==> src/rtl/rbl_pkg.sv <==
// Package: constants and types shared by the red band locator files.
`default_nettype none

package rbl_pkg;

    localparam int MAX_WIDTH   = 160;
    localparam int COL_W       = $clog2(MAX_WIDTH);
    localparam int CFG_W       = 8;
    localparam int CHAN_W      = 8;
    localparam int POS_W       = 9;
    localparam int VOTE_W      = 3;
    localparam int ROW_W       = 3;
    localparam int RED_CNT_W   = 8;
    localparam int BAND_ROWS   = 5;
    localparam int VOTE_MIN    = 3;

    localparam logic [ROW_W-1:0] LAST_ROW = ROW_W'(BAND_ROWS - 1);
    localparam logic signed [POS_W-1:0] NO_COL = -POS_W'(1);

    typedef logic [COL_W-1:0]        col_t;
    typedef logic [CFG_W-1:0]        cfg_word_t;
    typedef logic [CHAN_W-1:0]       chan_t;
    typedef logic signed [POS_W-1:0] pos_t;
    typedef logic [VOTE_W-1:0]       vote_t;
    typedef logic [ROW_W-1:0]        row_t;
    typedef logic [RED_CNT_W-1:0]    red_cnt_t;

    // Per-pixel control carried from the address stage to the update stage
    typedef struct packed {
        logic first_row;
        logic last_row;
        logic emit;
        logic clear;
        logic red;
        col_t col;
    } pix_ctl_t;

endpackage

`default_nettype wire

==> src/rtl/rbl_if.sv <==
// Interfaces: pixel, result and configuration channels.
`default_nettype none

interface rbl_pixel_if;
    logic                 valid;
    logic                 ready;
    logic                 band_start;
    rbl_pkg::chan_t       chan_a;
    rbl_pkg::chan_t       chan_b;
    rbl_pkg::chan_t       red_level;

    modport source (output valid, band_start, chan_a, chan_b, red_level, input ready);
    modport sink   (input valid, band_start, chan_a, chan_b, red_level, output ready);
endinterface

interface rbl_result_if;
    logic                 valid;
    logic                 ready;
    rbl_pkg::pos_t        first_col;
    rbl_pkg::pos_t        last_col;
    rbl_pkg::pos_t        center_col;
    logic                 red_present;

    modport source (output valid, first_col, last_col, center_col, red_present,
                    input ready);
    modport sink   (input valid, first_col, last_col, center_col, red_present,
                    output ready);
endinterface

interface rbl_cfg_if;
    logic                 valid;
    logic                 ready;
    rbl_pkg::cfg_word_t   data;

    modport source (output valid, data, input ready);
    modport sink   (input valid, data, output ready);
endinterface

`default_nettype wire

==> src/rtl/red_band_locator_top.sv <==
// Top level: red band locator with column vote memory and result register.
//
//  channel | dir | payload                                        | accepted when
//  --------+-----+------------------------------------------------+-------------------
//  cfg     | in  | data = width_in_use                            | valid & ready
//  pix     | in  | band_start, chan_a, chan_b, red_level          | valid & ready
//  res     | out | first_col, last_col, center_col, red_present   | valid & ready
//
// One pixel per clock while pix.ready is high. A pixel reads its column vote in the address
// stage and writes it back in the update stage; a write to the column read in the same cycle
// is forwarded. res.valid rises once the last pixel of row five leaves the update stage.
// pix.ready drops only while a band-end pixel waits for the result register.
// rst_n clears all control; the vote memory is not cleared (row one overwrites).
`default_nettype none

module red_band_locator_top (
    input  wire logic     clk,
    input  wire logic     rst_n,
    rbl_cfg_if.sink       cfg,
    rbl_pixel_if.sink     pix,
    rbl_result_if.source  res
);
    import rbl_pkg::*;

    // Configuration
    cfg_word_t width_reg;
    cfg_word_t eff_w;

    // Address stage state
    row_t      row_reg, row_next;
    col_t      col_reg, col_next;

    // Update stage
    logic      s1_valid_reg;
    pix_ctl_t  s1_ctl_reg, s0_ctl;
    vote_t     rdata_reg;
    logic      fwd_reg;
    vote_t     fwd_val_reg;
    logic      s1_stall;
    logic      s1_adv;
    logic      accept;

    pos_t      first_reg, last_reg;
    red_cnt_t  redcnt_reg;

    // Result register
    logic      out_valid_reg;
    pos_t      out_first_reg, out_last_reg, out_center_reg;
    logic      out_present_reg;

    vote_t     votes_mem [MAX_WIDTH];

    // Address stage combinational signals
    col_t            cur_col, col;
    row_t            cur_row;
    logic            row_end;
    logic [CHAN_W:0] ab_sum;

    // Update stage combinational signals
    vote_t             base_vote;
    logic [VOTE_W:0]   total;
    logic              col_red;
    pos_t              first_base, last_base, first_upd, last_upd;
    red_cnt_t          redcnt_base, redcnt_upd;
    logic signed [POS_W:0] mid_sum;
    logic [RED_CNT_W+2:0]  redcnt_x5;

    assign cfg.ready = 1'b1;

    always_ff @(posedge clk or negedge rst_n)
    begin
        if (!rst_n)
        begin
            width_reg <= CFG_W'(MAX_WIDTH);
        end
        else if (cfg.valid && cfg.ready)
        begin
            width_reg <= cfg.data;
        end
    end

    always_comb
    begin
        if (width_reg == '0)
        begin
            eff_w = CFG_W'(1);
        end
        else if (int'(width_reg) > MAX_WIDTH)
        begin
            eff_w = CFG_W'(MAX_WIDTH);
        end
        else
        begin
            eff_w = width_reg;
        end
    end

    // Handshake: stall only when a band-end pixel finds the result register busy
    assign s1_stall  = s1_valid_reg && s1_ctl_reg.emit && out_valid_reg && !res.ready;
    assign s1_adv    = s1_valid_reg && !s1_stall;
    assign pix.ready = !s1_stall;
    assign accept    = pix.valid && pix.ready;

    // Address stage
    always_comb
    begin
        cur_col = pix.band_start ? '0 : col_reg;
        cur_row = pix.band_start ? '0 : row_reg;
        if (16'(cur_col) >= 16'(eff_w))
        begin
            col = COL_W'(eff_w - CFG_W'(1));
        end
        else
        begin
            col = cur_col;
        end
        row_end = (16'(col) + 16'd1) >= 16'(eff_w);
        ab_sum  = {1'b0, pix.chan_a} + {1'b0, pix.chan_b};

        s0_ctl.first_row = (cur_row == '0);
        s0_ctl.last_row  = (cur_row >= LAST_ROW);
        s0_ctl.emit      = row_end && (cur_row >= LAST_ROW);
        s0_ctl.clear     = pix.band_start;
        s0_ctl.red       = ({1'b0, pix.red_level} > ab_sum);
        s0_ctl.col       = col;

        if (row_end)
        begin
            col_next = '0;
            row_next = (cur_row >= LAST_ROW) ? '0 : cur_row + ROW_W'(1);
        end
        else
        begin
            col_next = col + COL_W'(1);
            row_next = cur_row;
        end
    end

    always_ff @(posedge clk or negedge rst_n)
    begin
        if (!rst_n)
        begin
            row_reg      <= '0;
            col_reg      <= '0;
            s1_valid_reg <= 1'b0;
            fwd_reg      <= 1'b0;
        end
        else
        begin
            if (accept)
            begin
                row_reg <= row_next;
                col_reg <= col_next;
                // forward the vote being written this edge to the same column
                fwd_reg <= s1_adv && (s1_ctl_reg.col == col);
            end
            if (accept)
            begin
                s1_valid_reg <= 1'b1;
            end
            else if (s1_adv)
            begin
                s1_valid_reg <= 1'b0;
            end
        end
    end

    always_ff @(posedge clk)
    begin
        if (accept)
        begin
            s1_ctl_reg  <= s0_ctl;
            fwd_val_reg <= total[VOTE_W-1:0];
        end
    end

    // Vote memory: read in the address stage, write back in the update stage
    always_ff @(posedge clk)
    begin
        if (s1_adv)
        begin
            votes_mem[s1_ctl_reg.col] <= total[VOTE_W-1:0];
        end
        if (accept)
        begin
            rdata_reg <= votes_mem[col];
        end
    end

    // Update stage
    always_comb
    begin
        if (s1_ctl_reg.first_row)
        begin
            base_vote = '0;
        end
        else if (fwd_reg)
        begin
            base_vote = fwd_val_reg;
        end
        else
        begin
            base_vote = rdata_reg;
        end
        total   = {1'b0, base_vote} + {{VOTE_W{1'b0}}, s1_ctl_reg.red};
        col_red = s1_ctl_reg.last_row && (total >= (VOTE_W + 1)'(VOTE_MIN));

        first_base  = s1_ctl_reg.clear ? NO_COL : first_reg;
        last_base   = s1_ctl_reg.clear ? NO_COL : last_reg;
        redcnt_base = s1_ctl_reg.clear ? '0 : redcnt_reg;

        first_upd  = first_base;
        last_upd   = last_base;
        redcnt_upd = redcnt_base;
        if (col_red)
        begin
            if (first_base < 0)
            begin
                first_upd = POS_W'(s1_ctl_reg.col);
            end
            last_upd   = POS_W'(s1_ctl_reg.col);
            redcnt_upd = redcnt_base + RED_CNT_W'(1);
        end

        mid_sum   = (POS_W + 1)'(first_upd) + (POS_W + 1)'(last_upd);
        redcnt_x5 = (RED_CNT_W + 3)'(redcnt_upd) + ((RED_CNT_W + 3)'(redcnt_upd) << 2);
    end

    always_ff @(posedge clk or negedge rst_n)
    begin
        if (!rst_n)
        begin
            first_reg  <= NO_COL;
            last_reg   <= NO_COL;
            redcnt_reg <= '0;
        end
        else if (s1_adv)
        begin
            if (s1_ctl_reg.emit)
            begin
                first_reg  <= NO_COL;
                last_reg   <= NO_COL;
                redcnt_reg <= '0;
            end
            else
            begin
                first_reg  <= first_upd;
                last_reg   <= last_upd;
                redcnt_reg <= redcnt_upd;
            end
        end
    end

    // Result register
    always_ff @(posedge clk or negedge rst_n)
    begin
        if (!rst_n)
        begin
            out_valid_reg <= 1'b0;
        end
        else if (s1_adv && s1_ctl_reg.emit)
        begin
            out_valid_reg <= 1'b1;
        end
        else if (res.ready)
        begin
            out_valid_reg <= 1'b0;
        end
    end

    always_ff @(posedge clk)
    begin
        if (s1_adv && s1_ctl_reg.emit)
        begin
            out_first_reg   <= first_upd;
            out_last_reg    <= last_upd;
            out_center_reg  <= (first_upd < 0) ? NO_COL : POS_W'(mid_sum >>> 1);
            out_present_reg <= (redcnt_x5 >= (RED_CNT_W + 3)'(eff_w));
        end
    end

    assign res.valid       = out_valid_reg;
    assign res.first_col   = out_first_reg;
    assign res.last_col    = out_last_reg;
    assign res.center_col  = out_center_reg;
    assign res.red_present = out_present_reg;

`ifndef SYNTH
    a_row_range: assert property (@(posedge clk) disable iff (!rst_n)
        row_reg <= LAST_ROW)
        else $error("row index past last band row");

    a_result_source: assert property (@(posedge clk) disable iff (!rst_n)
        $rose(out_valid_reg) |-> $past(s1_adv && s1_ctl_reg.emit))
        else $error("result raised without a band-end pixel");

    a_fwd_source: assert property (@(posedge clk) disable iff (!rst_n)
        (accept && s1_adv && (s1_ctl_reg.col == col)) |=> fwd_reg)
        else $error("vote write-back not forwarded to same column");

    a_first_last: assert property (@(posedge clk) disable iff (!rst_n)
        (first_reg >= 0) |-> (last_reg >= first_reg))
        else $error("last red column left of first");
`endif

endmodule

`default_nettype wire

==> src/flat_wrapper.sv <==
// flat-port wrapper written by rule: the top's interface ports become plain ports
module red_band_locator_top_flat import rbl_pkg::*;
  (clk, rst_n, cfg_valid, cfg_data, cfg_ready, pix_valid, pix_band_start, pix_chan_a, pix_chan_b, pix_red_level, pix_ready, res_valid, res_first_col, res_last_col, res_center_col, res_red_present, res_ready);
  rbl_cfg_if cfg_i ();
  rbl_pixel_if pix_i ();
  rbl_result_if res_i ();
  input  wire logic clk;
  input  wire logic rst_n;
  input wire logic [$bits(cfg_i.valid)-1:0] cfg_valid;
  input wire logic [$bits(cfg_i.data)-1:0] cfg_data;
  output wire logic [$bits(cfg_i.ready)-1:0] cfg_ready;
  input wire logic [$bits(pix_i.valid)-1:0] pix_valid;
  input wire logic [$bits(pix_i.band_start)-1:0] pix_band_start;
  input wire logic [$bits(pix_i.chan_a)-1:0] pix_chan_a;
  input wire logic [$bits(pix_i.chan_b)-1:0] pix_chan_b;
  input wire logic [$bits(pix_i.red_level)-1:0] pix_red_level;
  output wire logic [$bits(pix_i.ready)-1:0] pix_ready;
  output wire logic [$bits(res_i.valid)-1:0] res_valid;
  output wire logic [$bits(res_i.first_col)-1:0] res_first_col;
  output wire logic [$bits(res_i.last_col)-1:0] res_last_col;
  output wire logic [$bits(res_i.center_col)-1:0] res_center_col;
  output wire logic [$bits(res_i.red_present)-1:0] res_red_present;
  input wire logic [$bits(res_i.ready)-1:0] res_ready;
  assign cfg_i.valid = cfg_valid;
  assign cfg_i.data = cfg_data;
  assign cfg_ready = cfg_i.ready;
  assign pix_i.valid = pix_valid;
  assign pix_i.band_start = pix_band_start;
  assign pix_i.chan_a = pix_chan_a;
  assign pix_i.chan_b = pix_chan_b;
  assign pix_i.red_level = pix_red_level;
  assign pix_ready = pix_i.ready;
  assign res_valid = res_i.valid;
  assign res_first_col = res_i.first_col;
  assign res_last_col = res_i.last_col;
  assign res_center_col = res_i.center_col;
  assign res_red_present = res_i.red_present;
  assign res_i.ready = res_ready;
  red_band_locator_top u_core (.clk(clk), .rst_n(rst_n), .cfg(cfg_i), .pix(pix_i), .res(res_i));
endmodule
==> config.mk <==
export PLATFORM = sky130hd
export DESIGN_NAME = red_band_locator_top_flat
export DESIGN_NICKNAME = d
export VERILOG_FILES = /design/src/rtl/rbl_pkg.sv /design/src/rtl/rbl_if.sv /design/src/rtl/red_band_locator_top.sv /design/src/flat_wrapper.sv
export SDC_FILE = /design/constraint.sdc
export NUM_CORES = 1
export LEC_CHECK = 0
export ABC_CLOCK_PERIOD_IN_PS = 10850
export BUFFER_PORTS_ARGS = -buffer_cell sky130_fd_sc_hd__buf_2
export CORE_MARGIN = 5
export CORE_UTILIZATION = 30
export CTS_CLUSTER_SIZE = 30
export DETAILED_ROUTE_END_ITERATION = 10
export GPL_TIMING_DRIVEN = 0
export SYNTH_ARGS = -nofsm -noshare
export SYNTH_HDL_FRONTEND = slang
export SYNTH_SLANG_ARGS = --single-unit
==> constraint.sdc <==
create_clock -name clk -period 10.85 [get_ports clk]
set_clock_uncertainty 0.2 [all_clocks]
set_input_delay 3.255 -clock clk [delete_from_list [all_inputs] [get_ports clk]]
set_output_delay 3.255 -clock clk [all_outputs]
set_load 0.01 [all_outputs]
# After elaboration in Yosys (flattened, before gate mapping)
# Memory sizes are Yosys's and may differ from the RTL's. A register that Yosys moved wholly into a read port is not among the register bits.
# Index checks and enable logic that the tools add are counted.
[op_classes]
n_addsub = 9
n_lt_le_gt_ge = 9
eq_ne = 1
muxes = 26
n_reduce_logical = 15
[ops]
columns = ["operator", "n"]
rows = [
  ["$mux 8", 8],
  ["$mux 9", 7],
  ["$lt 9x1->1 const B", 2],
  ["$add 8x1->8 const B", 2],
  ["$ge 16x8->1", 1],
  ["$mux 3", 5],
  ["$add 8x10->11", 1],
  ["$ge 11x8->1", 1],
  ["$add 9x9->10", 1],
  ["$add 8x1->9 const B", 1],
  ["$add 8x8->9", 1],
  ["$gt 8x9->1", 1],
  ["$logic_and 1x1->1", 9],
  ["$eq 8x8->1", 1],
  ["$ge 8x8->1", 1],
  ["$gt 8x8->1 const B", 1],
  ["$logic_not 8->1", 1],
  ["$sub 8x1->8 const B", 1],
  ["$mux 1", 6],
  ["$add 3x1->4", 1],
  ["$ge 4x2->1 const B", 1],
  ["$reduce_bool 2->1", 2],
  ["$add 3x1->3 const B", 1],
  ["$ge 3x3->1 const B", 1],
  ["2 further kinds", 3],
]
[totals]
ff_bits = 92
ram_bits = 480
inputBits = 38
output_inout_bits = 31
wordCells = 81
n_memories = 1
[memory_table]
columns = ["memory", "words", "width", "rd", "rd_ports_with_merged_regs", "wr", "line", "text"]
rows = [
  ["u_core.votes_mem", 160, 3, 1, 1, 1, "red_band_locator_top.sv:51", "vote_t votes_mem [MAX_WIDTH];"],
]

# Depth between registers and ports, before layout
# Gate-level depths: netlist (run 1).
[depth]
ltp_word = 8
ltp_mapped = 28
ltp_nobuf = 24

# Worst setup path after synthesis (run 1)
# OpenSTA, ideal clock, no wires.
[synth_timing]
kind = "input to register"
startpoint = "in pix_band_start"
endpoint = "reg u_core.s1_ctl_reg[10] (netlist name) (data pin)"
setup_time_ns = 0.255
t_arrival_ns = 7.652
slack_ns = 2.743
path_stages = 25
n_path_buf = 5
cell_sequence = "nor2b_1 -> inv_1 -> ha_1 -> nand2b_4 -> a2111oi_4 -> nor2_1 -> a2111o_1 -> and2_1 -> buf_6 -> inv_2 -> buf_6 -> buf_4 -> buf_2 -> ha_1 -> ha_1 -> a21o_1 -> a21o_1 -> a21o_1 -> a21o_1 -> a21oi_1 -> nor2b_1 -> o21ai_0 -> o311ai_1 -> buf_2 -> and2_1"
[synth_lines]
columns = ["element", "line", "text"]
rows = [
  ["start: declaration", "flat_wrapper.sv:13", "input wire logic [$bits(pix_i.band_start)-1:0] pix_band_start;"],
  ["end signal: assignment", "red_band_locator_top.sv:172", "s1_ctl_reg <= s0_ctl;"],
  ["end: declaration", "red_band_locator_top.sv:35", "pix_ctl_t s1_ctl_reg, s0_ctl;"],
]

==> reports/summary.txt, run 1 <==
================================================================================
Outcome                                                             complete, no violations
Yosys synthesis warning count                                                  0
Worst path slowest cell                                             sky130_fd_sc_hd__clkbuf_1
Period utilisation layout                                                  0.873
DRC violations left                                                            0
Antenna violations before repair                                               1
CP bufs+invs                                                                   7
Switching power                                                          2.57 mW
Via/cell ratio                                                              5.44
Number of flops mapped to enable cells by yosys                              527
Initial Utilization                                                        0.302
Wire length of the first global-routing pass                           120000 um
Avg WL per Cell                                                          24.7 um
Cell count after synthesis                                                  2019
Starting DRT DRC Count                                                      2340
Post-synthesis sequential area ratio                                       0.663
Mean instance size in the synthesized netlist                          12.7 um^2
Clock power share                                                          0.295
Core Box Area                                                        0.0851 mm^2
Top cell type's share of synthesized area                                  0.615
Pwr per Cell Area                                                    235 mW/mm^2
Fillers                                                                     8349
Number of hold-slack violations in the final timing report                     0
Stage delay of the slowest cell on the critical path                     0.82 ns
Leak Pwr                                                                 10.1 nW
Clock transition at the registers of the reported paths                  0.07 ns
Root buffer cell                                                    sky130_fd_sc_hd__clkbuf_16
Power share of the sequential group                                        0.369
Quantity of hold-fixing buffers added after cts                                0
Fraction of power spent switching nets                                     0.370
Data required, critical path                                            11.03 ns
Row count                                                                    107
Horizontal extent of the die                                              303 um
Net count reported at finish                                                2259
Routed vias                                                                18200
Post-Layout Cell Count                                                      3353
Layout Area Growth over Synthesis                                          15.3%
Later-pin clock latency in the skew report                               0.65 ns
Max-cap violations                                                             0
Placed Cells incl. Taps                                                     3241
Largest cells by area after synthesis                               sky130_fd_sc_hd__edfxtp_1 (62%), sky130_fd_sc_hd__nand2_1 (5.2%), sky130_fd_sc_hd__nor2_1 (3.1%), sky130_fd_sc_hd__ha_1 (3.0%), sky130_fd_sc_hd__dfrtp_1 (2.7%)
Residual antenna-violating net count after detailed routing                    0
Placed wire-length estimate after detailed placement                    55600 um
Flip-flop count of the largest register after layout                         480
Critical path class                                                    in -> reg
Number of flip-flops and latches in the synthesized netlist                  575
Largest delay contributor family on the critical path               buffers and inverters
Crit path DAT                                                            9.65 ns
Pre-antenna DRT Iters                                                          9
Maximum fanout along the worst path                                           11
Distinct cells, synth                                                         72
Number of nets produced by synthesis                                        2121
Cell area after technology mapping                                   0.0257 mm^2
CP Launch Type                                                        input port
Share of power burned in combinational logic                               0.336
Cell accounting for the most synthesized area                       sky130_fd_sc_hd__edfxtp_1
Internal power                                                           4.39 mW
Most used cell along the critical path                              sky130_fd_sc_hd__a21o_1
Largest voltage drop on the vdd net                                     0.160 mV
M3 GR Usage                                                               0.0403
Die Outline Area                                                     0.0917 mm^2
Die Y                                                                     303 um
Cells resized by post-CTS repair                                               0
Wire length after detailed routing                                      83000 um
Global-route congestion overflow total                                         0
Worst max-slew margin expressed relative to the limit                      0.114
Endpoint kind of the worst setup timing path                                flop
Final critical delay including setup and external delays                 9.48 ns
Maximum number of pins on one net before global-route repair                  94
Type of the worst min-delay path                                      reg -> reg
Actual slew at the worst max-slew pin                                    1.32 ns
Maximum buffer depth of the clock tree                                         3
Setup Buffers After CTS                                                        0
Final count of negative-setup-slack endpoints                                  0
Global routing's busiest layer                                              met2
Max-slew violation count                                                       0
Via count of the first global-routing pass                                 18000
TritonCTS clock tree                                                       built
Met1 track utilization from global routing                                 0.231
Fraction of final layout cells with drive strength greater than 1          0.125
Achievable frequency                                                     106 MHz
Port buffer count                                                             66
Cell Chain, Critical Path                                           buf_2 -> clkbuf_1 -> nor2b_1 -> ha_1 -> a21o_1 -> a2111oi_0 -> o21ai_0 -> and3_1 -> inv_2 -> buf_2 -> buf_1 -> clkbuf_1 -> ha_1 -> ha_1 -> a21o_1 -> a21o_1 -> a21o_1 -> a21o_1 -> a21oi_1 -> nor2b_1 -> o21ai_0 -> o311ai_1 -> buf_2 -> and2_1
Clock H-tree levels                                                            2
Sink Count                                                                   575
TritonCTS Buffers                                                             58
Post-route total power                                                   6.96 mW
Total track usage                                                          0.176
Routability Congestion                                                     0.911
Top Ports                                                                     69
Share of synthesized registers carrying an async set or reset             0.0835
Met2 capacity usage during global routing                                  0.284
Main flop type after synthesis                                      sky130_fd_sc_hd__edfxtp_1
Setup repair after global routing missed its margin                           no
================================================================================
## layout make-up
class,instances,area [um^2],share of cell area
flip-flops and latches,575,17100,0.575
multi-input cells,1303,8070,0.272
clock buffers,76,1590,0.0536
well taps,1144,1430,0.0482
plain buffers,109,529,0.0178
repair buffers,78,528,0.0178
clock inverters,34,347,0.0117
inverters,32,120,0.00405
diodes,2,5.00,0.000169
## metrics by stage
stage | setup TNS [ns] | instance area, um^2 | util | hold WS, ns | setup WS [ns]
6_report | 0 | 29700 | 0.348 | 0.278 | 1.37
4_1_cts | 0 | 29700 | 0.348 | 0.282 | 1.46
2_1_floorplan | 0 | 25700 | - | 0.241 | 2.74
3_5_place_dp | 0 | 27700 | 0.326 | 0.268 | 0.850
3_3_place_gp | -314.32 | 27500 | 0.323 | 0.258 | -1.97
5_1_grt | 0 | 29700 | 0.348 | 0.301 | 1.09
## power by group through the flow
stage               Combinational (mW)  Clock (mW)  Sequential, mW
floorplan                         1.29           0            2.62
global placement                  2.21           0            2.65
detailed placement                2.26           0            2.62
CTS                               2.27        2.07            2.57
global route                      2.43        2.17            2.57
finish                            2.34        2.05            2.57
## synthesized netlist by cell type (18+ instances only)
master and n:
sky130_fd_sc_hd__nand4_1 18, sky130_fd_sc_hd__a32oi_1 18, sky130_fd_sc_hd__o21ai_0 51, sky130_fd_sc_hd__xnor2_1 27, sky130_fd_sc_hd__a311oi_1 29, sky130_fd_sc_hd__o21ai_1 19
sky130_fd_sc_hd__edfxtp_1 527, sky130_fd_sc_hd__dfstp_2 20, sky130_fd_sc_hd__mux4_2 20, sky130_fd_sc_hd__nand3_1 96, sky130_fd_sc_hd__mux2i_1 50, sky130_fd_sc_hd__dfrtp_1 28
sky130_fd_sc_hd__nand2_1 354, sky130_fd_sc_hd__nor2b_1 25, sky130_fd_sc_hd__clkbuf_1 57, sky130_fd_sc_hd__and3_1 38, sky130_fd_sc_hd__a211oi_1 27, sky130_fd_sc_hd__buf_2 29
sky130_fd_sc_hd__a31oi_1 18, sky130_fd_sc_hd__a21oi_1 49, sky130_fd_sc_hd__ha_1 61, sky130_fd_sc_hd__o22a_1 18, sky130_fd_sc_hd__inv_1 24, sky130_fd_sc_hd__nor2_1 210
## worst min-delay path, cell delays in order (launching register included)
cell and delay (ns):
sky130_fd_sc_hd__dfrtp_1 0.34, sky130_fd_sc_hd__nand2_1 0.04, sky130_fd_sc_hd__o21ai_0 0.06
## cell families (layout without fill, tap and decap cells)
group,count (synthesis),in the layout,synth area share
xor+xnor,39,39,0.0133
mux,85,85,0.0440
other cells,1,3,0.000146
compound gates,323,323,0.0898
flops,575,575,0.663
fa+ha+maj,64,64,0.0320
simple gates,791,791,0.133
buf+inv,141,329,0.0252
## final timing paths
kind,cells after the start,end,from,slack (ns)
hold reg to reg,2,u_core.col_reg[5],u_core.col_reg[5],0.28
min in group asynchronous,1,u_core.res.valid,rst_n,2.63
setup / recovery,24,u_core.s1_ctl_reg[10],pix_band_start,1.37
setup reg to reg,26,u_core.s1_ctl_reg[10],u_core.width_reg[5],3.28
max in group asynchronous,1,u_core.width_reg[0],rst_n,7.07
hold / removal,2,u_core.col_reg[5],u_core.col_reg[5],0.28
## cells in the final DEF (no fill, tap or decap), types with 19 or more instances in the layout
| cell type | Yosys | layout |
|---|---|---|
| sky130_fd_sc_hd__a21oi_1 | 49 | 49 |
| sky130_fd_sc_hd__dfstp_2 | 20 | 20 |
| sky130_fd_sc_hd__a211oi_1 | 27 | 27 |
| sky130_fd_sc_hd__mux2i_1 | 50 | 50 |
| sky130_fd_sc_hd__o21ai_0 | 51 | 51 |
| sky130_fd_sc_hd__xnor2_1 | 27 | 26 |
| sky130_fd_sc_hd__o21ai_1 | 19 | 19 |
| sky130_fd_sc_hd__clkbuf_1 | 57 | 70 |
| sky130_fd_sc_hd__ha_1 | 61 | 59 |
| sky130_fd_sc_hd__a311oi_1 | 29 | 29 |
| sky130_fd_sc_hd__buf_2 | 29 | 95 |
| sky130_fd_sc_hd__and3_1 | 38 | 38 |
| sky130_fd_sc_hd__inv_1 | 24 | 24 |
| sky130_fd_sc_hd__mux4_2 | 20 | 20 |
| sky130_fd_sc_hd__dfrtp_1 | 28 | 28 |
| sky130_fd_sc_hd__edfxtp_1 | 527 | 527 |
| sky130_fd_sc_hd__clkbuf_16 | 0 | 60 |
| sky130_fd_sc_hd__nor2b_1 | 25 | 25 |
| sky130_fd_sc_hd__nand2_1 | 354 | 354 |
| sky130_fd_sc_hd__nand3_1 | 96 | 96 |
| sky130_fd_sc_hd__nor2_1 | 210 | 209 |
## routing by layer
metal | vias to the layer above | wire length, um | share of wire
met5 | - | 0 | 0
li1 | 7825 | - | -
met1 | 9082 | 32100 | 0.39
met2 | 1108 | 38000 | 0.46
met3 | 216 | 9080 | 0.11
met4 | 0 | 3840 | 0.046
Power figures use the tool's default switching activity.
==> run 2, diff against run 1 <==
--- a/config.mk
+++ b/config.mk
@@ -12,6 +12,7 @@
 export CTS_CLUSTER_SIZE = 30
 export DETAILED_ROUTE_END_ITERATION = 10
 export GPL_TIMING_DRIVEN = 0
+export MAX_ROUTING_LAYER = met4
 export SYNTH_ARGS = -nofsm -noshare
 export SYNTH_HDL_FRONTEND = slang
 export SYNTH_SLANG_ARGS = --single-unit
==> run 2 against run 1 <==
Final cell count decreased by 0.15%. Combinational power about the same. Non-clock buffer count stayed put. Via count increased by 0.19%. Setup slack better by 0.037 ns. Clock-buffer cell count down 1. Highest routed layer unchanged.
==> reports/summary.txt, run 2 (same netlist as run 1, synthesis figures left out) <==
================================================================================
Core Box Area                                                        0.0851 mm^2
Outcome                                                             complete, no violations
Worst max-slew margin expressed relative to the limit                      0.134
Layout Area Growth over Synthesis                                          15.1%
Top Ports                                                                     69
Fillers                                                                     8358
Antenna violations before repair                                               1
Total track usage                                                          0.181
Post-route total power                                                   6.93 mW
DRC violations left                                                            0
Port buffer count                                                             66
Horizontal extent of the die                                              303 um
TritonCTS Buffers                                                             59
CP Launch Type                                                        input port
Routability Congestion                                                     0.934
Row count                                                                    107
Routed vias                                                                18300
Largest voltage drop on the vdd net                                     0.129 mV
Final critical delay including setup and external delays                 9.44 ns
Initial Utilization                                                        0.302
Via count of the first global-routing pass                                 18000
Flip-flop and latch area                                             0.0171 mm^2
Setup Buffers After CTS                                                        0
Max-cap violations                                                             0
Flip-flop count of the largest register after layout                         480
Clock H-tree levels                                                            2
Via/cell ratio                                                              5.46
Placed wire-length estimate after detailed placement                    55800 um
Max-slew violation count                                                       0
Leading cell type in the layout, fill and taps excluded             sky130_fd_sc_hd__edfxtp_1
Pre-antenna DRT Iters                                                          6
Setup repair after global routing missed its margin                           no
Achievable frequency                                                     106 MHz
Residual antenna-violating net count after detailed routing                    0
Clock transition at the registers of the reported paths                  0.06 ns
Wire length after detailed routing                                      83200 um
Leak Pwr                                                                 10.1 nW
Area of the multi-input gates                                       0.00807 mm^2
Period utilisation layout                                                  0.870
Critical path class                                                    in -> reg
Endpoint kind of the worst setup timing path                                flop
Die Outline Area                                                     0.0917 mm^2
TritonCTS clock tree                                                       built
Final count of negative-setup-slack endpoints                                  0
Quantity of hold-fixing buffers added after cts                                0
Root buffer cell                                                    sky130_fd_sc_hd__clkbuf_16
Fraction of final layout cells with drive strength greater than 1          0.123
Global-route congestion overflow total                                         0
Sink Count                                                                   575
Cells resized by post-CTS repair                                               0
Reg-to-reg slack, setup                                                  3.28 ns
Later-pin clock latency in the skew report                               0.64 ns
Starting DRT DRC Count                                                      2612
Die Y                                                                     303 um
Actual slew at the worst max-slew pin                                    1.30 ns
Avg WL per Cell                                                          24.8 um
Worst hold slack                                                        0.275 ns
Maximum fanout along the worst path                                           11
Most used cells in the layout excluding fill and tap cells          sky130_fd_sc_hd__edfxtp_1 (527), sky130_fd_sc_hd__nand2_1 (354), sky130_fd_sc_hd__nor2_1 (209), sky130_fd_sc_hd__nand3_1 (96), sky130_fd_sc_hd__buf_2 (95)
Net count reported at finish                                                2260
Wire length of the first global-routing pass                           121000 um
Number of hold-slack violations in the final timing report                     0
Type of the worst min-delay path                                      reg -> reg
Maximum buffer depth of the clock tree                                         3
Maximum number of pins on one net before global-route repair                  91
Crit path DAT                                                            9.63 ns
Pwr per Cell Area                                                    234 mW/mm^2
Data required, critical path                                            11.04 ns
================================================================================
-- run 2: report_power, final --
part	internal, mW	switching, mW
logic	0.660	1.67
registers	2.55	0.0233
clock network	1.15	0.870
-- run 2: worst paths after layout --
kind,from,endpoint,depth (start not counted)
worst min-delay path,u_core.col_reg[0],u_core.col_reg[0],2
worst max-delay path,pix_band_start,u_core.s1_ctl_reg[10],24
min in group asynchronous,rst_n,u_core.s1_valid_reg,1
worst max register to register,u_core.width_reg[5],u_core.s1_ctl_reg[10],26
max in group asynchronous,rst_n,u_core.width_reg[0],1
worst min register to register,u_core.col_reg[0],u_core.col_reg[0],2
-- run 2: through the flow --
stage               std cells  worst slack [ns]   util  setup TNS, ns  instance area, um^2
detailed placement       3241             0.897  0.326              0                27700
floorplan                2019              2.74      -              0                25700
finish                   3348              1.41  0.348              0                29600
global placement         3229             -2.00  0.323        -318.29                27500
global route             3348              1.08  0.348              0                29600
CTS                      3347              1.52  0.348              0                29600
-- run 2: critical path, cell delays in order --
cell and delay [ns]:
sky130_fd_sc_hd__buf_2 0.17, sky130_fd_sc_hd__clkbuf_1 0.33, sky130_fd_sc_hd__nor2b_1 0.14, sky130_fd_sc_hd__ha_1 0.37
sky130_fd_sc_hd__a21o_1 0.23, sky130_fd_sc_hd__a2111oi_0 0.39, sky130_fd_sc_hd__o21ai_0 0.16, sky130_fd_sc_hd__and3_1 0.30
sky130_fd_sc_hd__inv_2 0.18, sky130_fd_sc_hd__buf_2 0.29, sky130_fd_sc_hd__buf_1 0.74, sky130_fd_sc_hd__clkbuf_1 0.81
sky130_fd_sc_hd__ha_1 0.42, sky130_fd_sc_hd__ha_1 0.29, sky130_fd_sc_hd__a21o_1 0.15, sky130_fd_sc_hd__a21o_1 0.17
sky130_fd_sc_hd__a21o_1 0.17, sky130_fd_sc_hd__a21o_1 0.17, sky130_fd_sc_hd__a21oi_1 0.14, sky130_fd_sc_hd__nor2b_1 0.06
sky130_fd_sc_hd__o21ai_0 0.14, sky130_fd_sc_hd__o311ai_1 0.16, sky130_fd_sc_hd__buf_2 0.23, sky130_fd_sc_hd__and2_1 0.17
-- run 2: final cells by class --
type,instances,area share
Antenna cell,1,0.0000845
Buffer,109,0.0179
Clock buffer,75,0.0526
Clock inverter,31,0.0113
Inverter,32,0.00406
Multi-Input combinational cell,1303,0.272
Sequential cell,575,0.576
Tap cell,1144,0.0483
Timing Repair Buffer,78,0.0176
-- run 2: layer usage --
layer | global-route usage | wire [um]
met4 | 0.0667 | 3440
met2 | 0.285 | 38300
met1 | 0.235 | 32800
met3 | 0.0357 | 8720
met5 | - | 0
